$ cat config.mk
export PLATFORM = sky130hd
export DESIGN_NAME = band_port_and_loss_interpolator_flat
export DESIGN_NICKNAME = d
export VERILOG_FILES = /design/src/hdl/bpli_pkg.sv /design/src/hdl/bpli_if.sv /design/src/hdl/bpli_ram.sv /design/src/hdl/bpli_div.sv /design/src/hdl/band_port_and_loss_interpolator.sv /design/src/flat_wrapper.sv
export SDC_FILE = /design/constraint.sdc
export NUM_CORES = 2
export LEC_CHECK = 0
export BUFFER_PORTS_ARGS = -buffer_cell sky130_fd_sc_hd__clkbuf_2
export CAP_MARGIN = 20
export CORE_MARGIN = 2
export CORE_UTILIZATION = 40
export CTS_CLUSTER_DIAMETER = 40
export DETAILED_ROUTE_END_ITERATION = 6
export SLEW_MARGIN = 20
export SYNTH_ARGS = -nofsm -noshare
export SYNTH_HDL_FRONTEND = slang
export SYNTH_SLANG_ARGS = --single-unit
$ cat constraint.sdc
create_clock -name clk -period 23.6 [get_ports clk]
set_clock_uncertainty 0.2 [all_clocks]
set_input_delay 2.36 -clock clk [delete_from_list [all_inputs] [get_ports clk]]
set_output_delay 2.36 -clock clk [all_outputs]
set_load 0.05 [all_outputs]
$ cat src/hdl/bpli_pkg.sv
// Shared types, widths and constants for the band port and loss interpolator.
// Depends on nothing; every other file but bpli_ram refers to it, by scoped names or by import.
`timescale 1ns / 1ps

package bpli_pkg;

    // Table geometry
    localparam int CHAIN_COUNT      = 4;
    localparam int POINTS_PER_CHAIN = 16;
    localparam int BAND_COUNT       = 3;

    // Field widths
    localparam int CMD_W    = 2;
    localparam int CHAIN_W  = 2;
    localparam int IDX_W    = 4;
    localparam int CNT_IN_W = 5;
    localparam int BAND_W   = 2;
    localparam int FREQ_W   = 13;
    localparam int LOSS_W   = 16;
    localparam int PORT_W   = 4;

    // Derived storage sizes
    localparam int PT_DEPTH    = CHAIN_COUNT * POINTS_PER_CHAIN;
    localparam int ADDR_W      = (PT_DEPTH > 1) ? $clog2(PT_DEPTH) : 1;
    localparam int CNT_W       = $clog2(POINTS_PER_CHAIN + 1);
    localparam int CHAIN_IDX_W = (CHAIN_COUNT > 1) ? $clog2(CHAIN_COUNT) : 1;
    localparam int PMAP_DEPTH  = CHAIN_COUNT * BAND_COUNT;
    localparam int PMAP_W      = $clog2(PMAP_DEPTH);

    // Interpolation arithmetic
    localparam int DIFF_W    = LOSS_W + 1;
    localparam int PROD_W    = FREQ_W + DIFF_W;
    localparam int DIV_CNT_W = $clog2(PROD_W + 1);

    typedef enum logic [CMD_W-1:0] {
        CMD_WRITE_POINT = 2'd0,
        CMD_SET_COUNT   = 2'd1,
        CMD_WRITE_PORTS = 2'd2,
        CMD_LOOKUP      = 2'd3
    } cmd_t;

    typedef enum logic [BAND_W-1:0] {
        BAND_24G = 2'd0,
        BAND_5G  = 2'd1,
        BAND_6G  = 2'd2
    } band_t;

    localparam logic [FREQ_W-1:0]        EDGE_24G_MHZ    = 13'd2484;
    localparam logic [FREQ_W-1:0]        EDGE_5G_LOW_MHZ = 13'd4900;
    localparam logic [FREQ_W-1:0]        EDGE_6G_MHZ     = 13'd6000;
    localparam logic signed [LOSS_W-1:0] LOSS_ONE        = 16'sd256;
    localparam logic [PORT_W-1:0]        PORT_RESET      = 4'd1;

    typedef struct packed {
        logic [FREQ_W-1:0]        freq;
        logic signed [LOSS_W-1:0] loss;
    } point_t;

    localparam int POINT_W = $bits(point_t);

    typedef struct packed {
        logic              start;
        logic [PROD_W-1:0] dividend;
        logic [FREQ_W-1:0] divisor;
    } div_req_t;

    typedef struct packed {
        logic              done;
        logic [PROD_W-1:0] quotient;
    } div_rsp_t;

endpackage

$ cat src/hdl/bpli_if.sv
// Valid/ready channel interfaces for the request and result transactions.
// Depends on bpli_pkg for field widths.
`timescale 1ns / 1ps

interface bpli_req_if;
    logic                          valid;
    logic                          ready;
    logic [bpli_pkg::CMD_W-1:0]    command;
    logic [bpli_pkg::CHAIN_W-1:0]  chain;
    logic [bpli_pkg::IDX_W-1:0]    point_index;
    logic [bpli_pkg::CNT_IN_W-1:0] point_count;
    logic [bpli_pkg::BAND_W-1:0]   band;
    logic [bpli_pkg::FREQ_W-1:0]   freq_mhz;
    logic signed [bpli_pkg::LOSS_W-1:0] loss_value;
    logic [bpli_pkg::PORT_W-1:0]   vsa_port;
    logic [bpli_pkg::PORT_W-1:0]   vsg_port;

    modport source (
        output valid, command, chain, point_index, point_count, band,
               freq_mhz, loss_value, vsa_port, vsg_port,
        input  ready
    );
    modport sink (
        input  valid, command, chain, point_index, point_count, band,
               freq_mhz, loss_value, vsa_port, vsg_port,
        output ready
    );
endinterface

interface bpli_rsp_if;
    logic                               valid;
    logic                               ready;
    logic signed [bpli_pkg::LOSS_W-1:0] loss_out;
    logic [bpli_pkg::PORT_W-1:0]        vsa_out;
    logic [bpli_pkg::PORT_W-1:0]        vsg_out;
    logic                               band_hit;

    modport source (
        output valid, loss_out, vsa_out, vsg_out, band_hit,
        input  ready
    );
    modport sink (
        input  valid, loss_out, vsa_out, vsg_out, band_hit,
        output ready
    );
endinterface

$ cat src/hdl/bpli_ram.sv
// Generic simple dual-port RAM: one write port, one read port with registered data.
// Standalone; width and depth are set by the instantiating module.
`timescale 1ns / 1ps

module bpli_ram #(
    parameter int WIDTH = 8,
    parameter int DEPTH = 16
) (
    input  logic                                      clk,
    input  logic                                      we,
    input  logic [((DEPTH > 1) ? $clog2(DEPTH) : 1)-1:0] waddr,
    input  logic [WIDTH-1:0]                          wdata,
    input  logic [((DEPTH > 1) ? $clog2(DEPTH) : 1)-1:0] raddr,
    output logic [WIDTH-1:0]                          rdata
);

    logic [WIDTH-1:0] mem [DEPTH];
    logic [WIDTH-1:0] rdata_reg;

    // Write, then register the read word
    always_ff @(posedge clk)
    begin
        if (we)
        begin
            mem[waddr] <= wdata;
        end
        rdata_reg <= mem[raddr];
    end

    assign rdata = rdata_reg;

endmodule

$ cat src/hdl/bpli_div.sv
// Restoring serial divider, one quotient bit per cycle, unsigned operands.
// Depends on bpli_pkg for the request/response structs and widths.
`timescale 1ns / 1ps

module bpli_div (
    input  logic               clk,
    input  logic               rst_n,
    input  bpli_pkg::div_req_t req,
    output bpli_pkg::div_rsp_t rsp
);

    logic                               busy_reg,  busy_next;
    logic                               done_reg,  done_next;
    logic [bpli_pkg::DIV_CNT_W-1:0]     cnt_reg,   cnt_next;
    logic [bpli_pkg::FREQ_W-1:0]        rem_reg,   rem_next;
    logic [bpli_pkg::PROD_W-1:0]        quo_reg,   quo_next;
    logic [bpli_pkg::FREQ_W-1:0]        dsr_reg,   dsr_next;

    logic [bpli_pkg::FREQ_W:0]          rem_sh;
    logic [bpli_pkg::FREQ_W+1:0]        diff;

    // Trial subtract of the divisor from the shifted remainder
    always_comb
    begin
        rem_sh = {rem_reg, quo_reg[bpli_pkg::PROD_W-1]};
        diff   = {1'b0, rem_sh} - {2'b00, dsr_reg};
    end

    always_comb
    begin
        busy_next = busy_reg;
        done_next = 1'b0;
        cnt_next  = cnt_reg;
        rem_next  = rem_reg;
        quo_next  = quo_reg;
        dsr_next  = dsr_reg;
        if (req.start)
        begin
            busy_next = 1'b1;
            cnt_next  = bpli_pkg::DIV_CNT_W'(bpli_pkg::PROD_W);
            rem_next  = '0;
            quo_next  = req.dividend;
            dsr_next  = req.divisor;
        end
        else if (busy_reg)
        begin
            if (!diff[bpli_pkg::FREQ_W+1])
            begin
                rem_next = diff[bpli_pkg::FREQ_W-1:0];
                quo_next = {quo_reg[bpli_pkg::PROD_W-2:0], 1'b1};
            end
            else
            begin
                rem_next = rem_sh[bpli_pkg::FREQ_W-1:0];
                quo_next = {quo_reg[bpli_pkg::PROD_W-2:0], 1'b0};
            end
            cnt_next = cnt_reg - 1'b1;
            // Finish on the last quotient bit
            if (cnt_reg == bpli_pkg::DIV_CNT_W'(1))
            begin
                busy_next = 1'b0;
                done_next = 1'b1;
            end
        end
    end

    always_ff @(posedge clk or negedge rst_n)
    begin
        if (!rst_n)
        begin
            busy_reg <= 1'b0;
            done_reg <= 1'b0;
            cnt_reg  <= '0;
        end
        else
        begin
            busy_reg <= busy_next;
            done_reg <= done_next;
            cnt_reg  <= cnt_next;
        end
    end

    // Datapath registers need no reset
    always_ff @(posedge clk)
    begin
        rem_reg <= rem_next;
        quo_reg <= quo_next;
        dsr_reg <= dsr_next;
    end

    assign rsp.done     = done_reg;
    assign rsp.quotient = quo_reg;

endmodule

$ cat src/hdl/band_port_and_loss_interpolator.sv
// Top level: command decode, table storage, lookup sequencer and result register.
// Depends on bpli_pkg, bpli_if, bpli_ram and bpli_div.
//
// Usage: commands arrive on the req channel (valid/ready); only a lookup
// produces a transaction on the rsp channel. Write point, set count and
// write ports take effect in the accepting cycle and the block is ready
// again in the next cycle.
// A lookup holds req.ready low while the sequencer walks the chain's table
// one point per cycle through the point RAM's single registered read port:
// the first and last points, then up to POINTS_PER_CHAIN - 1 segments,
// and on a hit between points a multiply step and the serial divider.
// req.ready rises again together with rsp.valid for the result, so the
// next command can be taken while the result is presented.
// The result waits in an output register; a new command is taken while it
// waits, and a lookup that finishes while it is still held stalls in its
// final step until rsp.ready frees the register.
// Reset clears the point counts and sets every band port to 1; the point
// RAM is not cleared and a point must be written before a lookup reads it.
`timescale 1ns / 1ps

module band_port_and_loss_interpolator (
    input  logic            clk,
    input  logic            rst_n,
    bpli_req_if.sink        req,
    bpli_rsp_if.source      rsp
);

    typedef enum logic [2:0] {
        ST_IDLE,
        ST_FIRST,
        ST_LAST,
        ST_SCAN,
        ST_MUL,
        ST_DIV_START,
        ST_DIV_WAIT,
        ST_FINISH
    } state_t;

    // Sequencer state
    state_t                               state_reg,     state_next;
    logic [bpli_pkg::FREQ_W-1:0]          freq_reg,      freq_next;
    logic [bpli_pkg::CNT_W-1:0]           cnt_reg,       cnt_next;
    logic [bpli_pkg::CNT_W-1:0]           j_reg,         j_next;
    logic [bpli_pkg::ADDR_W-1:0]          base_reg,      base_next;
    logic [bpli_pkg::FREQ_W-1:0]          prev_freq_reg, prev_freq_next;
    logic signed [bpli_pkg::LOSS_W-1:0]   prev_loss_reg, prev_loss_next;
    logic [bpli_pkg::FREQ_W-1:0]          df_reg,        df_next;
    logic [bpli_pkg::FREQ_W-1:0]          dden_reg,      dden_next;
    logic signed [bpli_pkg::DIFF_W-1:0]   dl_reg,        dl_next;
    logic signed [bpli_pkg::PROD_W-1:0]   prod_reg,      prod_next;
    logic signed [bpli_pkg::LOSS_W-1:0]   loss_res_reg,  loss_res_next;
    logic [bpli_pkg::PORT_W-1:0]          vsa_res_reg,   vsa_res_next;
    logic [bpli_pkg::PORT_W-1:0]          vsg_res_reg,   vsg_res_next;
    logic                                 hit_res_reg,   hit_res_next;

    // Result register
    logic                                 out_valid_reg, out_valid_next;
    logic signed [bpli_pkg::LOSS_W-1:0]   out_loss_reg,  out_loss_next;
    logic [bpli_pkg::PORT_W-1:0]          out_vsa_reg,   out_vsa_next;
    logic [bpli_pkg::PORT_W-1:0]          out_vsg_reg,   out_vsg_next;
    logic                                 out_hit_reg,   out_hit_next;

    // Tables held in flip-flops
    logic [bpli_pkg::CNT_W-1:0]  count_reg [bpli_pkg::CHAIN_COUNT];
    logic [bpli_pkg::PORT_W-1:0] vsa_map_reg [bpli_pkg::PMAP_DEPTH];
    logic [bpli_pkg::PORT_W-1:0] vsg_map_reg [bpli_pkg::PMAP_DEPTH];

    // Request decode
    logic                             req_fire;
    logic                             chain_ok;
    logic [bpli_pkg::CHAIN_IDX_W-1:0] chain_idx;
    logic [bpli_pkg::PMAP_W-1:0]      wr_pmap_idx;
    logic [bpli_pkg::PMAP_W-1:0]      rd_pmap_idx;
    logic                             band_hit;
    bpli_pkg::band_t                  band_sel;
    logic [bpli_pkg::CNT_W-1:0]       sat_count;
    logic [bpli_pkg::ADDR_W-1:0]      req_base;

    // Point RAM ports
    logic                             pt_we;
    logic [bpli_pkg::ADDR_W-1:0]      pt_waddr;
    logic [bpli_pkg::ADDR_W-1:0]      pt_raddr;
    bpli_pkg::point_t                 pt_wdata;
    bpli_pkg::point_t                 pt_rdata;
    logic [bpli_pkg::POINT_W-1:0]     pt_rword;

    // Divider link
    bpli_pkg::div_req_t               div_req;
    bpli_pkg::div_rsp_t               div_rsp;
    logic [bpli_pkg::DIFF_W-1:0]      quo_mag;
    logic signed [bpli_pkg::DIFF_W-1:0] quo_signed;
    logic signed [bpli_pkg::DIFF_W-1:0] loss_sum;

    assign req_fire  = req.valid && req.ready;
    assign req.ready = (state_reg == ST_IDLE);
    assign chain_ok  = (int'(req.chain) < bpli_pkg::CHAIN_COUNT);
    assign chain_idx = bpli_pkg::CHAIN_IDX_W'(req.chain);
    assign req_base  = bpli_pkg::ADDR_W'(int'(req.chain) * bpli_pkg::POINTS_PER_CHAIN);

    // Saturate the requested point count at the table size
    assign sat_count = (int'(req.point_count) > bpli_pkg::POINTS_PER_CHAIN) ?
                       bpli_pkg::CNT_W'(bpli_pkg::POINTS_PER_CHAIN) :
                       bpli_pkg::CNT_W'(req.point_count);

    // Pick the band of the request frequency
    always_comb
    begin
        band_hit = 1'b0;
        band_sel = bpli_pkg::BAND_24G;
        if (req.freq_mhz <= bpli_pkg::EDGE_24G_MHZ)
        begin
            band_hit = 1'b1;
            band_sel = bpli_pkg::BAND_24G;
        end
        else if ((req.freq_mhz > bpli_pkg::EDGE_5G_LOW_MHZ) &&
                 (req.freq_mhz < bpli_pkg::EDGE_6G_MHZ))
        begin
            band_hit = 1'b1;
            band_sel = bpli_pkg::BAND_5G;
        end
        else if (req.freq_mhz >= bpli_pkg::EDGE_6G_MHZ)
        begin
            band_hit = 1'b1;
            band_sel = bpli_pkg::BAND_6G;
        end
    end

    assign wr_pmap_idx = bpli_pkg::PMAP_W'(int'(req.chain) * bpli_pkg::BAND_COUNT +
                                           int'(req.band));
    assign rd_pmap_idx = bpli_pkg::PMAP_W'(int'(req.chain) * bpli_pkg::BAND_COUNT +
                                           int'(band_sel));

    // Point RAM write straight from an accepted write point command
    assign pt_we = req_fire && (req.command == bpli_pkg::CMD_WRITE_POINT) && chain_ok &&
                   (int'(req.point_index) < bpli_pkg::POINTS_PER_CHAIN);
    assign pt_waddr      = bpli_pkg::ADDR_W'(int'(req.chain) * bpli_pkg::POINTS_PER_CHAIN +
                                             int'(req.point_index));
    assign pt_wdata.freq = req.freq_mhz;
    assign pt_wdata.loss = req.loss_value;
    assign pt_rdata      = bpli_pkg::point_t'(pt_rword);

    // Read address is issued in the state before the one that uses the registered word
    always_comb
    begin
        case (state_reg)
            ST_IDLE:  pt_raddr = req_base;
            ST_FIRST: pt_raddr = bpli_pkg::ADDR_W'(int'(base_reg) + int'(cnt_reg) - 1);
            ST_LAST:  pt_raddr = bpli_pkg::ADDR_W'(int'(base_reg) + 1);
            ST_SCAN:  pt_raddr = bpli_pkg::ADDR_W'(int'(base_reg) + int'(j_reg) + 1);
            default:  pt_raddr = base_reg;
        endcase
    end

    bpli_ram #(
        .WIDTH (bpli_pkg::POINT_W),
        .DEPTH (bpli_pkg::PT_DEPTH)
    ) u_point_ram (
        .clk   (clk),
        .we    (pt_we),
        .waddr (pt_waddr),
        .wdata (pt_wdata),
        .raddr (pt_raddr),
        .rdata (pt_rword)
    );

    // Divider request and signed correction of its quotient
    always_comb
    begin
        div_req.start    = (state_reg == ST_DIV_START);
        div_req.dividend = prod_reg[bpli_pkg::PROD_W-1] ? $unsigned(-prod_reg) :
                                                          $unsigned(prod_reg);
        div_req.divisor  = dden_reg;
        quo_mag    = div_rsp.quotient[bpli_pkg::DIFF_W-1:0];
        quo_signed = prod_reg[bpli_pkg::PROD_W-1] ? -$signed(quo_mag) : $signed(quo_mag);
        loss_sum   = $signed({prev_loss_reg[bpli_pkg::LOSS_W-1], prev_loss_reg}) + quo_signed;
    end

    bpli_div u_div (
        .clk   (clk),
        .rst_n (rst_n),
        .req   (div_req),
        .rsp   (div_rsp)
    );

    // Point counts and band port maps
    always_ff @(posedge clk or negedge rst_n)
    begin
        if (!rst_n)
        begin
            for (int i = 0; i < bpli_pkg::CHAIN_COUNT; i++)
            begin
                count_reg[i] <= '0;
            end
            for (int i = 0; i < bpli_pkg::PMAP_DEPTH; i++)
            begin
                vsa_map_reg[i] <= bpli_pkg::PORT_RESET;
                vsg_map_reg[i] <= bpli_pkg::PORT_RESET;
            end
        end
        else if (req_fire && chain_ok)
        begin
            if (req.command == bpli_pkg::CMD_SET_COUNT)
            begin
                count_reg[chain_idx] <= sat_count;
            end
            if ((req.command == bpli_pkg::CMD_WRITE_PORTS) &&
                (int'(req.band) < bpli_pkg::BAND_COUNT))
            begin
                vsa_map_reg[wr_pmap_idx] <= req.vsa_port;
                vsg_map_reg[wr_pmap_idx] <= req.vsg_port;
            end
        end
    end

    // Lookup sequencer
    always_comb
    begin
        state_next     = state_reg;
        freq_next      = freq_reg;
        cnt_next       = cnt_reg;
        j_next         = j_reg;
        base_next      = base_reg;
        prev_freq_next = prev_freq_reg;
        prev_loss_next = prev_loss_reg;
        df_next        = df_reg;
        dden_next      = dden_reg;
        dl_next        = dl_reg;
        prod_next      = prod_reg;
        loss_res_next  = loss_res_reg;
        vsa_res_next   = vsa_res_reg;
        vsg_res_next   = vsg_res_reg;
        hit_res_next   = hit_res_reg;
        out_valid_next = out_valid_reg && !rsp.ready;
        out_loss_next  = out_loss_reg;
        out_vsa_next   = out_vsa_reg;
        out_vsg_next   = out_vsg_reg;
        out_hit_next   = out_hit_reg;

        case (state_reg)
            ST_IDLE:
            begin
                if (req_fire && (req.command == bpli_pkg::CMD_LOOKUP))
                begin
                    freq_next     = req.freq_mhz;
                    base_next     = req_base;
                    loss_res_next = bpli_pkg::LOSS_ONE;
                    if (chain_ok)
                    begin
                        cnt_next     = count_reg[chain_idx];
                        hit_res_next = band_hit;
                        vsa_res_next = band_hit ? vsa_map_reg[rd_pmap_idx] : '0;
                        vsg_res_next = band_hit ? vsg_map_reg[rd_pmap_idx] : '0;
                        state_next   = (count_reg[chain_idx] == '0) ? ST_FINISH : ST_FIRST;
                    end
                    else
                    begin
                        hit_res_next = 1'b0;
                        vsa_res_next = '0;
                        vsg_res_next = '0;
                        state_next   = ST_FINISH;
                    end
                end
            end
            ST_FIRST:
            begin
                // Single point or at/below the first point
                if ((cnt_reg == bpli_pkg::CNT_W'(1)) || (freq_reg <= pt_rdata.freq))
                begin
                    loss_res_next = pt_rdata.loss;
                    state_next    = ST_FINISH;
                end
                else
                begin
                    prev_freq_next = pt_rdata.freq;
                    prev_loss_next = pt_rdata.loss;
                    state_next     = ST_LAST;
                end
            end
            ST_LAST:
            begin
                if (freq_reg >= pt_rdata.freq)
                begin
                    loss_res_next = pt_rdata.loss;
                    state_next    = ST_FINISH;
                end
                else
                begin
                    j_next     = bpli_pkg::CNT_W'(1);
                    state_next = ST_SCAN;
                end
            end
            ST_SCAN:
            begin
                // Compare against segment [j-1, j]
                if (freq_reg == prev_freq_reg)
                begin
                    loss_res_next = prev_loss_reg;
                    state_next    = ST_FINISH;
                end
                else if (freq_reg == pt_rdata.freq)
                begin
                    loss_res_next = pt_rdata.loss;
                    state_next    = ST_FINISH;
                end
                else if ((freq_reg > prev_freq_reg) && (freq_reg < pt_rdata.freq))
                begin
                    df_next    = freq_reg - prev_freq_reg;
                    dden_next  = pt_rdata.freq - prev_freq_reg;
                    dl_next    = $signed({pt_rdata.loss[bpli_pkg::LOSS_W-1], pt_rdata.loss}) -
                                 $signed({prev_loss_reg[bpli_pkg::LOSS_W-1], prev_loss_reg});
                    state_next = ST_MUL;
                end
                else if (j_reg == cnt_reg - 1'b1)
                begin
                    // Unsorted table with no matching segment
                    loss_res_next = '0;
                    state_next    = ST_FINISH;
                end
                else
                begin
                    prev_freq_next = pt_rdata.freq;
                    prev_loss_next = pt_rdata.loss;
                    j_next         = j_reg + 1'b1;
                end
            end
            ST_MUL:
            begin
                prod_next  = bpli_pkg::PROD_W'($signed({1'b0, df_reg})) *
                             bpli_pkg::PROD_W'(dl_reg);
                state_next = ST_DIV_START;
            end
            ST_DIV_START:
            begin
                state_next = ST_DIV_WAIT;
            end
            ST_DIV_WAIT:
            begin
                if (div_rsp.done)
                begin
                    loss_res_next = loss_sum[bpli_pkg::LOSS_W-1:0];
                    state_next    = ST_FINISH;
                end
            end
            ST_FINISH:
            begin
                // Hand the result over once the output register is free
                if (!out_valid_reg || rsp.ready)
                begin
                    out_valid_next = 1'b1;
                    out_loss_next  = loss_res_reg;
                    out_vsa_next   = vsa_res_reg;
                    out_vsg_next   = vsg_res_reg;
                    out_hit_next   = hit_res_reg;
                    state_next     = ST_IDLE;
                end
            end
            default:
            begin
                state_next = ST_IDLE;
            end
        endcase
    end

    always_ff @(posedge clk or negedge rst_n)
    begin
        if (!rst_n)
        begin
            state_reg     <= ST_IDLE;
            out_valid_reg <= 1'b0;
        end
        else
        begin
            state_reg     <= state_next;
            out_valid_reg <= out_valid_next;
        end
    end

    // Payload registers hold without reset
    always_ff @(posedge clk)
    begin
        freq_reg      <= freq_next;
        cnt_reg       <= cnt_next;
        j_reg         <= j_next;
        base_reg      <= base_next;
        prev_freq_reg <= prev_freq_next;
        prev_loss_reg <= prev_loss_next;
        df_reg        <= df_next;
        dden_reg      <= dden_next;
        dl_reg        <= dl_next;
        prod_reg      <= prod_next;
        loss_res_reg  <= loss_res_next;
        vsa_res_reg   <= vsa_res_next;
        vsg_res_reg   <= vsg_res_next;
        hit_res_reg   <= hit_res_next;
        out_loss_reg  <= out_loss_next;
        out_vsa_reg   <= out_vsa_next;
        out_vsg_reg   <= out_vsg_next;
        out_hit_reg   <= out_hit_next;
    end

    assign rsp.valid    = out_valid_reg;
    assign rsp.loss_out = out_loss_reg;
    assign rsp.vsa_out  = out_vsa_reg;
    assign rsp.vsg_out  = out_vsg_reg;
    assign rsp.band_hit = out_hit_reg;

endmodule

$ cat src/flat_wrapper.sv
// flat-port wrapper written by rule: the top's interface ports become plain ports
module band_port_and_loss_interpolator_flat 
  (clk, rst_n, req_valid, req_command, req_chain, req_point_index, req_point_count, req_band, req_freq_mhz, req_loss_value, req_vsa_port, req_vsg_port, req_ready, rsp_valid, rsp_loss_out, rsp_vsa_out, rsp_vsg_out, rsp_band_hit, rsp_ready);
  bpli_req_if req_i ();
  bpli_rsp_if rsp_i ();
  input  logic clk;
  input  logic rst_n;
  input wire logic [$bits(req_i.valid)-1:0] req_valid;
  input wire logic [$bits(req_i.command)-1:0] req_command;
  input wire logic [$bits(req_i.chain)-1:0] req_chain;
  input wire logic [$bits(req_i.point_index)-1:0] req_point_index;
  input wire logic [$bits(req_i.point_count)-1:0] req_point_count;
  input wire logic [$bits(req_i.band)-1:0] req_band;
  input wire logic [$bits(req_i.freq_mhz)-1:0] req_freq_mhz;
  input wire logic [$bits(req_i.loss_value)-1:0] req_loss_value;
  input wire logic [$bits(req_i.vsa_port)-1:0] req_vsa_port;
  input wire logic [$bits(req_i.vsg_port)-1:0] req_vsg_port;
  output wire logic [$bits(req_i.ready)-1:0] req_ready;
  output wire logic [$bits(rsp_i.valid)-1:0] rsp_valid;
  output wire logic [$bits(rsp_i.loss_out)-1:0] rsp_loss_out;
  output wire logic [$bits(rsp_i.vsa_out)-1:0] rsp_vsa_out;
  output wire logic [$bits(rsp_i.vsg_out)-1:0] rsp_vsg_out;
  output wire logic [$bits(rsp_i.band_hit)-1:0] rsp_band_hit;
  input wire logic [$bits(rsp_i.ready)-1:0] rsp_ready;
  assign req_i.valid = req_valid;
  assign req_i.command = req_command;
  assign req_i.chain = req_chain;
  assign req_i.point_index = req_point_index;
  assign req_i.point_count = req_point_count;
  assign req_i.band = req_band;
  assign req_i.freq_mhz = req_freq_mhz;
  assign req_i.loss_value = req_loss_value;
  assign req_i.vsa_port = req_vsa_port;
  assign req_i.vsg_port = req_vsg_port;
  assign req_ready = req_i.ready;
  assign rsp_valid = rsp_i.valid;
  assign rsp_loss_out = rsp_i.loss_out;
  assign rsp_vsa_out = rsp_i.vsa_out;
  assign rsp_vsg_out = rsp_i.vsg_out;
  assign rsp_band_hit = rsp_i.band_hit;
  assign rsp_i.ready = rsp_ready;
  band_port_and_loss_interpolator u_core (.clk(clk), .rst_n(rst_n), .req(req_i), .rsp(rsp_i));
endmodule
After elaboration in Yosys (flattened, before gate mapping):

Memory sizes are Yosys's and may differ from the RTL's. A register that Yosys moved wholly into a read port is not among the register bits.
Index checks and enable logic that the tools add are counted.

* register bits after elaboration: 360
* memory bits (writable): 1856
* bits of input ports: 56
* output and inout port bits: 27
* word-level logic and storage cells: 233
* memories kept: 1

* $add $sub $neg: 18
* multiply operators: 2
* magnitude comparators: 15
* equal/unequal tests: 29
* muxes and demuxes: 80
* bitwise logic cells: 5
* reduce and logical (&&, ||, !) cells: 29

Memories
* u_core.u_point_ram.mem: depth 64, width 29, rd ports 1, clocked after memory_dff 1, wr ports 1, line bpli_ram.sv:17 `logic [WIDTH-1:0] mem [DEPTH];`

Operators by type and width (count)
* 16-bit 2-to-1 mux: 14
* 48-bit bitwise mux: 2
* 30-bit 2-to-1 mux: 3
* 16-bit case mux with 5 select lines: 1
* 13-bit 2-to-1 mux: 6
* 5-bit 2-to-1 mux: 11
* 4-bit binary-select mux with 4-bit select: 2
* 16-bit case mux with 2 select lines: 1
* 14-bit by 17-bit multiplier with 30-bit output: 1
* 3-bit 2-to-1 mux: 10
* 30-bit negation: 1
* 13-bit equality test: 2
* 13-bit case mux with 2 select lines: 1
* 13-bit subtractor: 2
* 3-bit case mux with 8 select lines: 1
* 6-bit case mux with 4 select lines: 1
* 20-bit bitwise mux: 1
* 4-bit 2-to-1 mux: 5
* 16-bit by 16-bit subtractor with 17-bit output: 1
* 16-bit adder: 1
* 4-bit demux with 4-bit select: 1
* 2-bit != test, second input constant: 8
* 16-bit negation: 1
* 14-bit by 13-bit subtractor with 15-bit output: 1
* 54 further kinds: 100

Logic depth before layout (Yosys ltp):

* depth in word-level cells: 9
* depth in mapped cells: 24
* depth with buffers taken out: 23

Hierarchy:

From an unflattened synthesis, not the netlist that was laid out.

* cells, all modules: 5738
* area, all modules: 99183.9 um2

Modules (own cells, without submodules)
* bpli_ram: instances 1, cells an instance 3216, area an instance 71542.4 um2, sequential area each 56314.0 um2
* band_port_and_loss_interpolator: instances 1, cells an instance 2252, area an instance 24393.4 um2, sequential area each 8348.0 um2
* bpli_div: instances 1, cells an instance 270, area an instance 3248.1 um2, sequential area each 1726.7 um2

Least setup slack after synthesis:

Ideal clock, no wire load.

* path kind: register -> register
* start: register u_core.prev_freq_reg[1] (netlist name)
* end: register u_core.loss_res_reg[0] (netlist name) (enable)
* setup time: 0.694 ns
* arrival: 7.349 ns
* required time: 22.706 ns
* path slack: 15.357 ns
* cell stages (with the launch flop): 11
* buffers on the path: 0
* clock period less this slack: 8.243 ns
* path through: edfxtp_1 -> inv_1 -> ha_1 -> nor2b_1 -> o31a_1 -> o21a_1 -> o21ai_0 -> a21oi_1 -> a2111oi_0 -> nor4bb_1 -> nor3_1

* cells in the longest elaborated chain, start to end: 4
* elaborated cells between the ends (all ways): 6
* classes of those cells: 1 x order compare; 3 x eq/ne; 2 x reduce/logical

Ends and longest elaborated chain
* start: declaration: line band_port_and_loss_interpolator.sv:45 `logic [bpli_pkg::FREQ_W-1:0] prev_freq_reg, prev_freq_next;`
* start signal: assignment: line band_port_and_loss_interpolator.sv:385 `prev_freq_reg <= prev_freq_next;`
* 13-bit > comparator: line band_port_and_loss_interpolator.sv:305 `else if ((freq_reg > prev_freq_reg) && (freq_reg < pt_rdata.freq))`
* 1-bit logical AND: line band_port_and_loss_interpolator.sv:305
* 4-bit by 2-bit != test with 1-bit output (no source line)
* 7-bit AND reduction (no source line) (*)
* end signal: assignment: line band_port_and_loss_interpolator.sv:391 `loss_res_reg <= loss_res_next;`
* end: declaration: line band_port_and_loss_interpolator.sv:51 `logic signed [bpli_pkg::LOSS_W-1:0] loss_res_reg, loss_res_next;`

Mark *: on every way between the ends. The rest lies on a longest branch, timed or not.
A chain may end at the register's enable or synchronous reset.

Worst setup path in the final report:

* start: register u_core.df_reg[2] (netlist name)
* end: register u_core.prod_reg[29] (netlist name) (data pin)

* cells in the longest elaborated chain, start to end: 1

Ends and longest elaborated chain
* start: declaration: line band_port_and_loss_interpolator.sv:47 `logic [bpli_pkg::FREQ_W-1:0] df_reg, df_next;`
* start signal: assignment: line band_port_and_loss_interpolator.sv:387 `df_reg <= df_next;`
* 14-bit by 17-bit multiplier with 30-bit output: line band_port_and_loss_interpolator.sv:328 `prod_next = bpli_pkg::PROD_W'($signed({1'b0, df_reg})) *`
* end signal: assignment: line band_port_and_loss_interpolator.sv:390 `prod_reg <= prod_next;`
* end: declaration: line band_port_and_loss_interpolator.sv:50 `logic signed [bpli_pkg::PROD_W-1:0] prod_reg, prod_next;`

No other way between the ends.

==> out/qor.txt <==
Outcome - finished clean
CTS Root Cell - clkbuf_16
Utilization after layout - 46.2%
Nets - 6264
Critical path startpoint category - flip-flop
Final WL - 246 mm
First-pass GRT wire length - 356 mm
Post-CTS Setup Bufs - 0
Final setup viols - 0
Synth cell types - 70
M1 WL - 110 mm
Initial antenna violation count - 13
Dpl hpwl - 141 mm
Vias in the first global route - 52.1k
Worst setup path start - u_core.df_reg[2]
Buffers from clock root to sink, at most - 4
Average size of a mapped cell - 17.9 µm²
CTS tree - built
Leak Pwr - 0.0392 µW
Area growth, synth to finish - 14.7%
ANT nets after route - 0
Setup crit end - u_core.prod_reg[29]
Main combinational cell family by area after synthesis - multiplexers
First-pass iteration count of the detailed router - 5
P_int - 11100 µW
Setup TNS - 0 ns
Tmin final - 7.27 ns
CTS sink cnt - 2245
CP Capture Type - flip-flop
Drt wl/cell - 26.4 µm
Max Cap Viol - 0
Core area - 246000 µm²
Htree depth - 5
Slew headroom - 23.5%
Worst hold path class - flip-flop to flip-flop
Xor-xnor portion of the synthesized cell area - 1.21%
CP Class - flip-flop to flip-flop
Synth Area in Compound Gates - 2.36%
PwrDens - 156 nW/µm²
Gr usage total - 19.4%
R2R Setup Slk - 16.33 ns
I/O pins - 83
Async S/R FF share, synth - 5.66%
Max Slew Vio Count - 0
Crit-path max FO - 17
Clk_lat worst skew - 0.92 ns
Synth Warn # - 0
CP required - 23.99 ns
Synth Cell Area - 99100 µm²
Hold_buf cts - 0
Mux cell area share after synthesis - 16.9%
Die ar. - 252000 µm²
Final hold vios - 0
Max reg flops - 1856
Total CTS buffers - 288
RSZ-0062 raised after global routing - no
Initial DRC Count - 5211
R2r endpoint - u_core.prod_reg[29]
Initial core utilization - 40.3%
Fmax - 0.137 GHz
Post-synth EDFFs - 2076
Sw Share - 37.3%
Dominant synthesized flop cell - edfxtp_1
Met3 wire length - 16.4 mm
Remaining Overflow, GRT - 0
Post-synthesis adder-cell area fraction - 6.64%
Share of layout cells above drive strength 1 - 22.7%
Worst IR Drop VDD - 0.298 mV
Die width - 502 µm
Post-cts sizing count - 0
Reg2reg start - u_core.df_reg[2]
Row count - 182
Clk slew on worst S/H paths - 0.06 ns
Register bit total from synthesis - 2245
Clock power share - 23.6%
Crit path DAT - 7.67 ns
Placer Congestion - 0.831
Tcrit/Tclk final - 30.8%
Worst slew pin tran - 1.14 ns
Net Sw Power - 6620 µW
Register area share after synthesis - 67.0%
Post-route DRC - 0
Post-Synth Simple-Gate Area - 3.62%
Vias - 51.3k
Largest net degree at the start of global routing - 117
WL met2 - 115 mm
Vias per cell - 5.50
Power share of the sequential group - 28.9%
Gate power share - 47.5%
Top Metal Used - met5
Synth Instances - 5535
Worst Reg-to-Reg Cells - 22
PortBufs - 82
Die Ht - 502 µm
Syn Nets - 5987
-- synth_stat cells (26+ instances only) --
library cell     n  share of area, %
dfrtp_1        103               2.6
dfxtp_1         42              0.85
fa_1           217               4.4
mux4_2         493                11
inv_1          355               1.3
nand2_1        249              0.94
a21o_1          27              0.20
xnor2_1         94              0.83
a21oi_1         66              0.33
ha_1           179               2.3
nand2b_1        26              0.16
buf_1           96              0.36
and2_1         130              0.82
edfxtp_1      2076                63
mux2_2         101               1.1
nor2_1         177              0.67
clkbuf_1       143              0.54
xor2_1          43              0.38
o21ai_0        121              0.61
nor3_1          33              0.17
mux2i_1        454               4.6
nand3_1         32              0.16
-- per-layer routing --
layer	up-vias	GRT usage, %
met4	2	4.44
met2	1681	30.3
li1	22000	-
met1	27300	28.4
met5	-	0
met3	342	3.37
-- kinds of logic (layout without fill, tap and decap cells) --
group	after synthesis	in the layout
buffers and inverters	595	1073
other	0	7
DFF	2245	2245
muxes	1048	1048
and+or+nand+nor	746	746
xor gates and xnor gates	137	137
AOI/OAI and AO/OA	368	368
adders and majority gates	396	396
-- worst max-delay path, cell delays in order, from the launching register on --
cell and delay (ns):
edfxtp_1 0.66, and2_1 0.30, fa_1 0.53, inv_1 0.05
fa_1 0.48, inv_1 0.06, fa_1 0.50, inv_1 0.06
fa_1 0.52, inv_1 0.05, fa_1 0.47, inv_1 0.05
fa_1 0.47, inv_1 0.04, ha_1 0.20, a211oi_1 0.33
o21bai_1 0.20, o41a_1 0.46, a21o_1 0.26, o311ai_0 0.44
o22ai_1 0.16, o41ai_1 0.37, xnor2_1 0.12
-- how the worst min path moves through the flow --
stage	depth (start not counted)	slack (ns)	to	start
2_1_floorplan	0	0.20	u_core.rsp.band_hit	u_core.hit_res_reg
3_3_place_gp	0	0.20	u_core.u_div.dsr_reg[2]	u_core.dden_reg[2]
3_5_place_dp	0	0.20	u_core.u_div.dsr_reg[7]	u_core.dden_reg[7]
4_1_cts	0	0.22	u_core.u_div.dsr_reg[7]	u_core.dden_reg[7]
5_1_grt	0	0.22	u_core.u_div.dsr_reg[2]	u_core.dden_reg[2]
6_report	0	0.22	u_core.u_div.dsr_reg[1]	u_core.dden_reg[1]
-- through the flow --
| step | hold slack [ns] | setup slack [ns] | total power, µW | instance area, µm² | std cells |
|---|---|---|---|---|---|
| floorplan | 0.200 | 15.36 | 11400 | 99100 | 5535 |
| global placement | 0.201 | 16.38 | 13600 | 105000 | 8833 |
| detailed placement | 0.205 | 16.37 | 13700 | 105000 | 8833 |
| CTS | 0.218 | 16.31 | 17900 | 114000 | 9324 |
| global route | 0.223 | 16.01 | 19000 | 114000 | 9326 |
| finish | 0.217 | 16.33 | 17800 | 114000 | 9332 |
-- layout make-up --
class                   count  area, µm²
clock buffers             335       7490
fillers                 20800     133000
diodes                      7       17.5
inverters                 356       1340
well taps                3312       4140
repair buffers            226       1590
multi-input cells        2695      31100
clock inverters           156       1580
flip-flops and latches   2245      66400
-- layout by cell type, fill, tap and decap left out, drive strengths merged, types with 7 or more instances in the layout --
| master | n |
|---|---|
| edfxtp | 2076 |
| mux4 | 493 |
| mux2i | 454 |
| clkbuf | 416 |
| inv | 388 |
| nand2 | 249 |
| fa | 217 |
| ha | 179 |
| nor2 | 177 |
| buf | 145 |
| and2 | 130 |
| o21ai | 124 |
| dfrtp | 103 |
| mux2 | 101 |
| xnor2 | 94 |
| clkinv | 78 |
| a21oi | 66 |
| xor2 | 43 |
| dfxtp | 42 |
| nor3 | 33 |
| nand3 | 32 |
| a21o | 27 |
| nand2b | 26 |
| clkinvlp | 24 |
| dfstp | 24 |
| nor2b | 24 |
| a211oi | 22 |
| bufinv | 22 |
| o21a | 20 |
| or3 | 17 |
| o22ai | 13 |
| o41ai | 12 |
| a31oi | 12 |
| and3 | 12 |
| o31ai | 11 |
| or4 | 11 |
| nand4 | 9 |
| a22oi | 9 |
| o21bai | 8 |
| diode | 7 |
-- power by group through the flow --
stage	clock (µW)	sequential, µW	combinational [µW]
detailed placement	0	5210	8490
finish	4190	5130	8440
CTS	4260	5130	8540
global route	4410	5150	9430
global placement	0	5200	8420
floorplan	0	5140	6280
No activity file was read; power rests on OpenSTA's default activity.
